$ cat config.mk
export PLATFORM = sky130hd
export DESIGN_NAME = swerl_cell
export DESIGN_NICKNAME = d
export VERILOG_FILES = /design/src/hdl/assert_macros.svh /design/src/hdl/swerl_pkg.sv /design/src/hdl/swerl_cell.sv
export SDC_FILE = /design/constraint.sdc
export NUM_CORES = 1
export LEC_CHECK = 0
export ABC_AREA = 1
export BUFFER_PORTS_ARGS = -buffer_cell sky130_fd_sc_hd__buf_2
export CAP_MARGIN = 20
export CELL_PAD_IN_SITES_DETAIL_PLACEMENT = 0
export CELL_PAD_IN_SITES_GLOBAL_PLACEMENT = 1
export CORE_UTILIZATION = 40
export CTS_CLUSTER_DIAMETER = 100
export DETAILED_ROUTE_END_ITERATION = 8
export PLACE_DENSITY_LB_ADDON = 0.1
export SYNTH_ARGS = -nofsm -noshare
export SYNTH_HDL_FRONTEND = slang
export SYNTH_SLANG_ARGS = --single-unit
export TNS_END_PERCENT = 5
$ cat constraint.sdc
create_clock -name aclk -period 4.42 [get_ports aclk]
set_clock_uncertainty 0.2 [all_clocks]
set_input_delay 0.884 -clock aclk [delete_from_list [all_inputs] [get_ports aclk]]
set_output_delay 0.884 -clock aclk [all_outputs]
set_load 0.02 [all_outputs]
$ cat src/hdl/assert_macros.svh
// Assertion macros used by the core RTL file of the rate limiter.
`ifndef ASSERT_MACROS_SVH
`define ASSERT_MACROS_SVH

`ifndef SYNTHESIS

// Same-cycle implication, checked on the rising clock edge outside reset.
`define ASSERT_IMPLY(label, clk, rst_n, ante, cons) \
    label: assert property (@(posedge clk) disable iff (!(rst_n)) (ante) |-> (cons)) \
        else $error("assertion failed: same-cycle implication");

// Next-cycle implication, checked on the rising clock edge outside reset.
`define ASSERT_NEXT(label, clk, rst_n, ante, cons) \
    label: assert property (@(posedge clk) disable iff (!(rst_n)) (ante) |=> (cons)) \
        else $error("assertion failed: next-cycle implication");

`else

`define ASSERT_IMPLY(label, clk, rst_n, ante, cons)
`define ASSERT_NEXT(label, clk, rst_n, ante, cons)

`endif

`endif

$ cat src/hdl/swerl_pkg.sv
// Types and constants of the sliding-window rate limiter.
package swerl_pkg;

    localparam int STAMP_W     = 32;
    localparam int FRAME_W     = 32;
    localparam int CLASS_W     = 8;
    localparam int WINDOW_W    = 16;
    localparam int LIMIT_W     = 6;
    localparam int CAUSE_W     = 2;
    localparam int COUNT_OUT_W = 6;
    localparam int CFG_IDX_W   = 2;
    localparam int CFG_DATA_W  = 16;

    localparam logic [WINDOW_W-1:0] WINDOW_RESET = 16'd1000;
    localparam logic [LIMIT_W-1:0]  LIMIT_RESET  = 6'd20;

    localparam logic [CFG_IDX_W-1:0] REG_WINDOW_MS      = 2'd0;
    localparam logic [CFG_IDX_W-1:0] REG_MAX_PER_WINDOW = 2'd1;

    localparam logic [CAUSE_W-1:0] CAUSE_NONE = 2'd0;
    localparam logic [CAUSE_W-1:0] CAUSE_DUP  = 2'd1;
    localparam logic [CAUSE_W-1:0] CAUSE_FULL = 2'd2;

    typedef enum logic [1:0] {
        ST_IDLE,
        ST_SWEEP,
        ST_INSERT,
        ST_EMIT
    } state_t;

    typedef enum logic {
        PASS_COUNT,
        PASS_INSERT
    } pass_t;

    // Token that walks down the cell row, one cell per cycle.
    typedef struct packed {
        logic               active;
        pass_t              kind;
        logic               prune;
        logic               done;
        logic [STAMP_W-1:0] now;
    } token_t;

endpackage

$ cat src/hdl/swerl_cell.sv
// One slot of the grant log: holds a stamp, ages it and passes the token on.
module swerl_cell #(
    parameter int CNT_W = 6
) (
    input  logic                           aclk,
    input  logic                           aresetn,
    input  logic [swerl_pkg::WINDOW_W-1:0] window_ms,
    input  swerl_pkg::token_t              tok_in,
    input  logic [CNT_W-1:0]               cnt_in,
    output swerl_pkg::token_t              tok_out,
    output logic [CNT_W-1:0]               cnt_out
);

    logic [swerl_pkg::STAMP_W-1:0] stamp_reg;
    logic [swerl_pkg::STAMP_W-1:0] stamp_next;
    logic                          valid_reg;
    logic                          valid_next;
    swerl_pkg::token_t             tok_reg;
    swerl_pkg::token_t             tok_next;
    logic [CNT_W-1:0]              cnt_reg;
    logic [CNT_W-1:0]              cnt_next;
    logic [swerl_pkg::STAMP_W-1:0] age;
    logic                          young;

    // Age wraps modulo 2^32.
    assign age   = tok_in.now - stamp_reg;
    assign young = valid_reg && (age <= swerl_pkg::STAMP_W'(window_ms));

    always_comb begin
        stamp_next = stamp_reg;
        valid_next = valid_reg;
        tok_next   = tok_in;
        cnt_next   = cnt_in;
        if (tok_in.active) begin
            case (tok_in.kind)
                swerl_pkg::PASS_COUNT: begin
                    cnt_next = cnt_in + CNT_W'(young);
                    // drop an expired grant unless the request is a duplicate
                    if (tok_in.prune && valid_reg && !young) begin
                        valid_next = 1'b0;
                    end
                end
                swerl_pkg::PASS_INSERT: begin
                    // first free slot takes the stamp
                    if (!valid_reg && !tok_in.done) begin
                        valid_next    = 1'b1;
                        stamp_next    = tok_in.now;
                        tok_next.done = 1'b1;
                    end
                end
                default: begin
                    cnt_next = cnt_in;
                end
            endcase
        end
    end

    always_ff @(posedge aclk) begin
        if (!aresetn) begin
            valid_reg <= 1'b0;
            tok_reg   <= '0;
        end else begin
            valid_reg <= valid_next;
            tok_reg   <= tok_next;
        end
        stamp_reg <= stamp_next;
        cnt_reg   <= cnt_next;
    end

    assign tok_out = tok_reg;
    assign cnt_out = cnt_reg;

endmodule

==> impl_metrics.env <==
export IMPL_status="completed"
export IMPL_share_seq_of_total_power_pct=38.3
export IMPL_nFillCells=1428
export IMPL_reg2reg_depth=22
export IMPL_chipWidth_um=118
export IMPL_routed_top_layer="met4"
export IMPL_worstPathMaxFanout=3
export IMPL_r2r_start="stamp_reg[0]"
export IMPL_synth_area_um2=5420
export IMPL_fmax_mhz=242
export IMPL_first_pass_iters=5
export IMPL_largest_reg_flops=36
export IMPL_fin_setup_tns_ns=0
export IMPL_period_share_pct=93.3
export IMPL_htreeDepth=3
export IMPL_cts_buffers=9
export IMPL_grt_pass1_vias=4726
export IMPL_viasPerCell=4.51
export IMPL_p_comb_share_pct=24.8
export IMPL_p_sw_share_pct=31.0
export IMPL_p_leak_uw=0.00395
export IMPL_initial_utilization_pct=40.9
export IMPL_port_buffers=101
export IMPL_wl_met2_um=6530
export IMPL_cp_common_cell="nand2_1"
export IMPL_cts_setup_buffers=0
export IMPL_die_h_um=118
export IMPL_wl_met3_um=727
export IMPL_area_growth_pct=21.8
export IMPL_yosys_warnings=0
export IMPL_hold_viol=0
export IMPL_crit_path_end_kind="flop"
export IMPL_place_congestion=0.917
export IMPL_max_stage_delay_ns=0.37
export IMPL_setup_violations_final=0
export IMPL_startpoint="tok_in[0]"
export IMPL_internal_power_uw=1370
export IMPL_die_area_um2=14000
export IMPL_wire_per_inst_um=13.1
export IMPL_final_cell_mix="284 x nand2_1, 209 x inv_1, 101 x buf_2"
export IMPL_utilization_pct=49.8
export IMPL_placed_cells=1107
export IMPL_clkTransAtPathRegs_ns=0.06
export IMPL_drt_wl_total_um=14700
export IMPL_grt_overflow=0
export IMPL_root_buffer="clkbuf_16"
export IMPL_crit_required_ns=4.45
export IMPL_hold_buffers=0
export IMPL_maxCapViolations=0
export IMPL_critPathLaunchType="input pin"
export IMPL_dp_hpwl_um=12200
export IMPL_tritoncts="built"
export IMPL_endpoint="cnt_out[4]"
export IMPL_peakVddDrop_mv=0.181
export IMPL_fin_cells=1123
export IMPL_power_frac_clock_pct=36.9
export IMPL_cts_sinks=75
export IMPL_groute_usage_overall_pct=22.0
export IMPL_timing_rr_end="cnt_out[4]"
export IMPL_ys_ff_latch=75
export IMPL_max_clock_path_buffers=2
export IMPL_setup_ws_ns=0.296
export IMPL_drcViolationCount=0
export IMPL_final_common_cell="nand2_1"
export IMPL_ys_seq_area_share_pct=33.6
export IMPL_diodes=0
export IMPL_post_route_cells_drive_above_1_share_pct=18.9
export IMPL_path_class="input pin to flop"
export IMPL_netlist_instances=817
export IMPL_place_ws_ns=-0.170
export IMPL_slowest_stage="fa_2"
export IMPL_reg2reg_setup_slack_ns=0.60
export IMPL_maxSlewHeadroom_pct=52.0
export IMPL_grt_max_degree=37
export IMPL_worstPathCellList="buf_2 -> inv_1 -> ha_1 -> fa_2 -> inv_2 -> nand2_1 -> nand2_1 -> nand3_2 -> nand2_1 -> nand2_1 -> nand2_1 -> xor2_1 -> ha_1 -> nand2_1 -> nor2_2 -> a21oi_1 -> a21oi_1 -> nor4_2 -> nand3b_1 -> nor2_2 -> ha_1 -> ha_1 -> nand4_1 -> xnor2_1"
export IMPL_synth_nets=927
export IMPL_grt_pass1_wl_um=23600
export IMPL_synth_cell_type_count=29
export IMPL_hp_class="flop to flop"
export IMPL_antenna_found_initial=0
export IMPL_drt_met1_wl_um=7270
export IMPL_switching_power_uw=616
export IMPL_final_nets=1052
export IMPL_fp_row_count=42
export IMPL_cellPowerDensity_nw_per_um2=301
export IMPL_vias=5061
export IMPL_drv_slew=0
export IMPL_worst_pin_slew_ns=0.720
export IMPL_hold_ws_ns=0.330
export IMPL_clkLatencyLatePin_ns=0.34
export IMPL_avgSynthCellArea_um2=6.63
export IMPL_fin_crit_ns=4.12
export IMPL_crit_arrival_ns=4.15
export IMPL_drt_iter0_drc=232
export IMPL_postRouteAntennaNets=0
export IMPL_ioPinCount=102
export IMPL_core_area_um2=13200
-- per-stage QoR --
stage	instance area, µm²	total power, µW
floorplan	5420	1090
global placement	6260	1250
detailed placement	6260	1260
CTS	6550	2000
global route	6600	2100
finish	6600	1990
-- repair_timing --
action / in CTS / in global routing
resized for setup: 0 / 18
endpoints found under the hold margin: 0 / 0
endpoints found under the setup margin: 0 / 5
-- cells by family (layout without fill, tap and decap cells) --
| group | after synthesis | count (layout) | synth area share [%] |
|---|---|---|---|
| simple gates | 421 | 421 | 33.0 |
| buf+inv | 214 | 344 | 14.8 |
| flops | 75 | 75 | 33.6 |
| fa+ha+maj | 50 | 50 | 11.7 |
| compound gates | 38 | 38 | 3.81 |
| xor+xnor | 19 | 19 | 3.07 |
-- synthesized netlist by cell type, drive strengths merged --
cell	n	share of area (%)
a21o	2	0.28
a21oi	30	2.8
and2	6	0.69
and3	1	0.12
clkbuf	4	0.28
dfxtp	43	16
edfxtp	32	18
fa	1	0.37
ha	49	11
inv	210	15
nand2	299	21
nand3	32	3.2
nand3b	6	0.83
nand4	10	1.2
nor2	58	4.5
nor3	5	0.65
nor3b	2	0.28
nor4	1	0.12
o21a	1	0.14
o21ai	3	0.28
o21bai	2	0.28
or2	1	0.12
xnor2	5	0.81
xor2	14	2.3
-- layer usage --
| layer | track usage (%) | up-vias |
|---|---|---|
| li1 | - | 2688 |
| met1 | 30.5 | 2245 |
| met2 | 34.4 | 117 |
| met3 | 4.25 | 11 |
| met4 | 6.49 | 0 |
| met5 | 0 | - |
-- how the worst min path moves through the flow --
stage / from / to / slack [ns] / depth (start not counted)
global placement: valid_reg / valid_reg / 0.32 / 2
finish: valid_reg / valid_reg / 0.33 / 2
global route: valid_reg / valid_reg / 0.37 / 2
CTS: valid_reg / valid_reg / 0.34 / 2
detailed placement: valid_reg / valid_reg / 0.33 / 2
floorplan: valid_reg / valid_reg / 0.26 / 2
-- critical path, delay by kind of cell --
family          cells  cell delay, ns
simple gates       12            1.26
fa+ha+maj           5            1.18
xor+xnor            2            0.31
compound gates      2            0.29
buf+inv             3            0.22
-- area by class of cell --
cell class / instances / area, µm² / share of cell area [%]
Multi-Input combinational cell: 528 / 2840 / 43.1
Clock inverter: 6 / 63.8 / 0.967
Timing Repair Buffer: 118 / 633 / 9.59
Tap cell: 176 / 220 / 3.34
Inverter: 210 / 788 / 11.9
Sequential cell: 75 / 1820 / 27.6
Clock buffer: 10 / 229 / 3.47
-- power groups by stage --
stage | combinational [µW] | sequential (µW) | clock, µW
final | 493 | 760 | 733
after global routing | 557 | 763 | 781
after CTS | 485 | 761 | 757
after detailed placement | 482 | 776 | 0
after global placement | 475 | 775 | 0
after floorplan | 287 | 804 | 0
No activity file was read; power rests on OpenSTA's default activity.
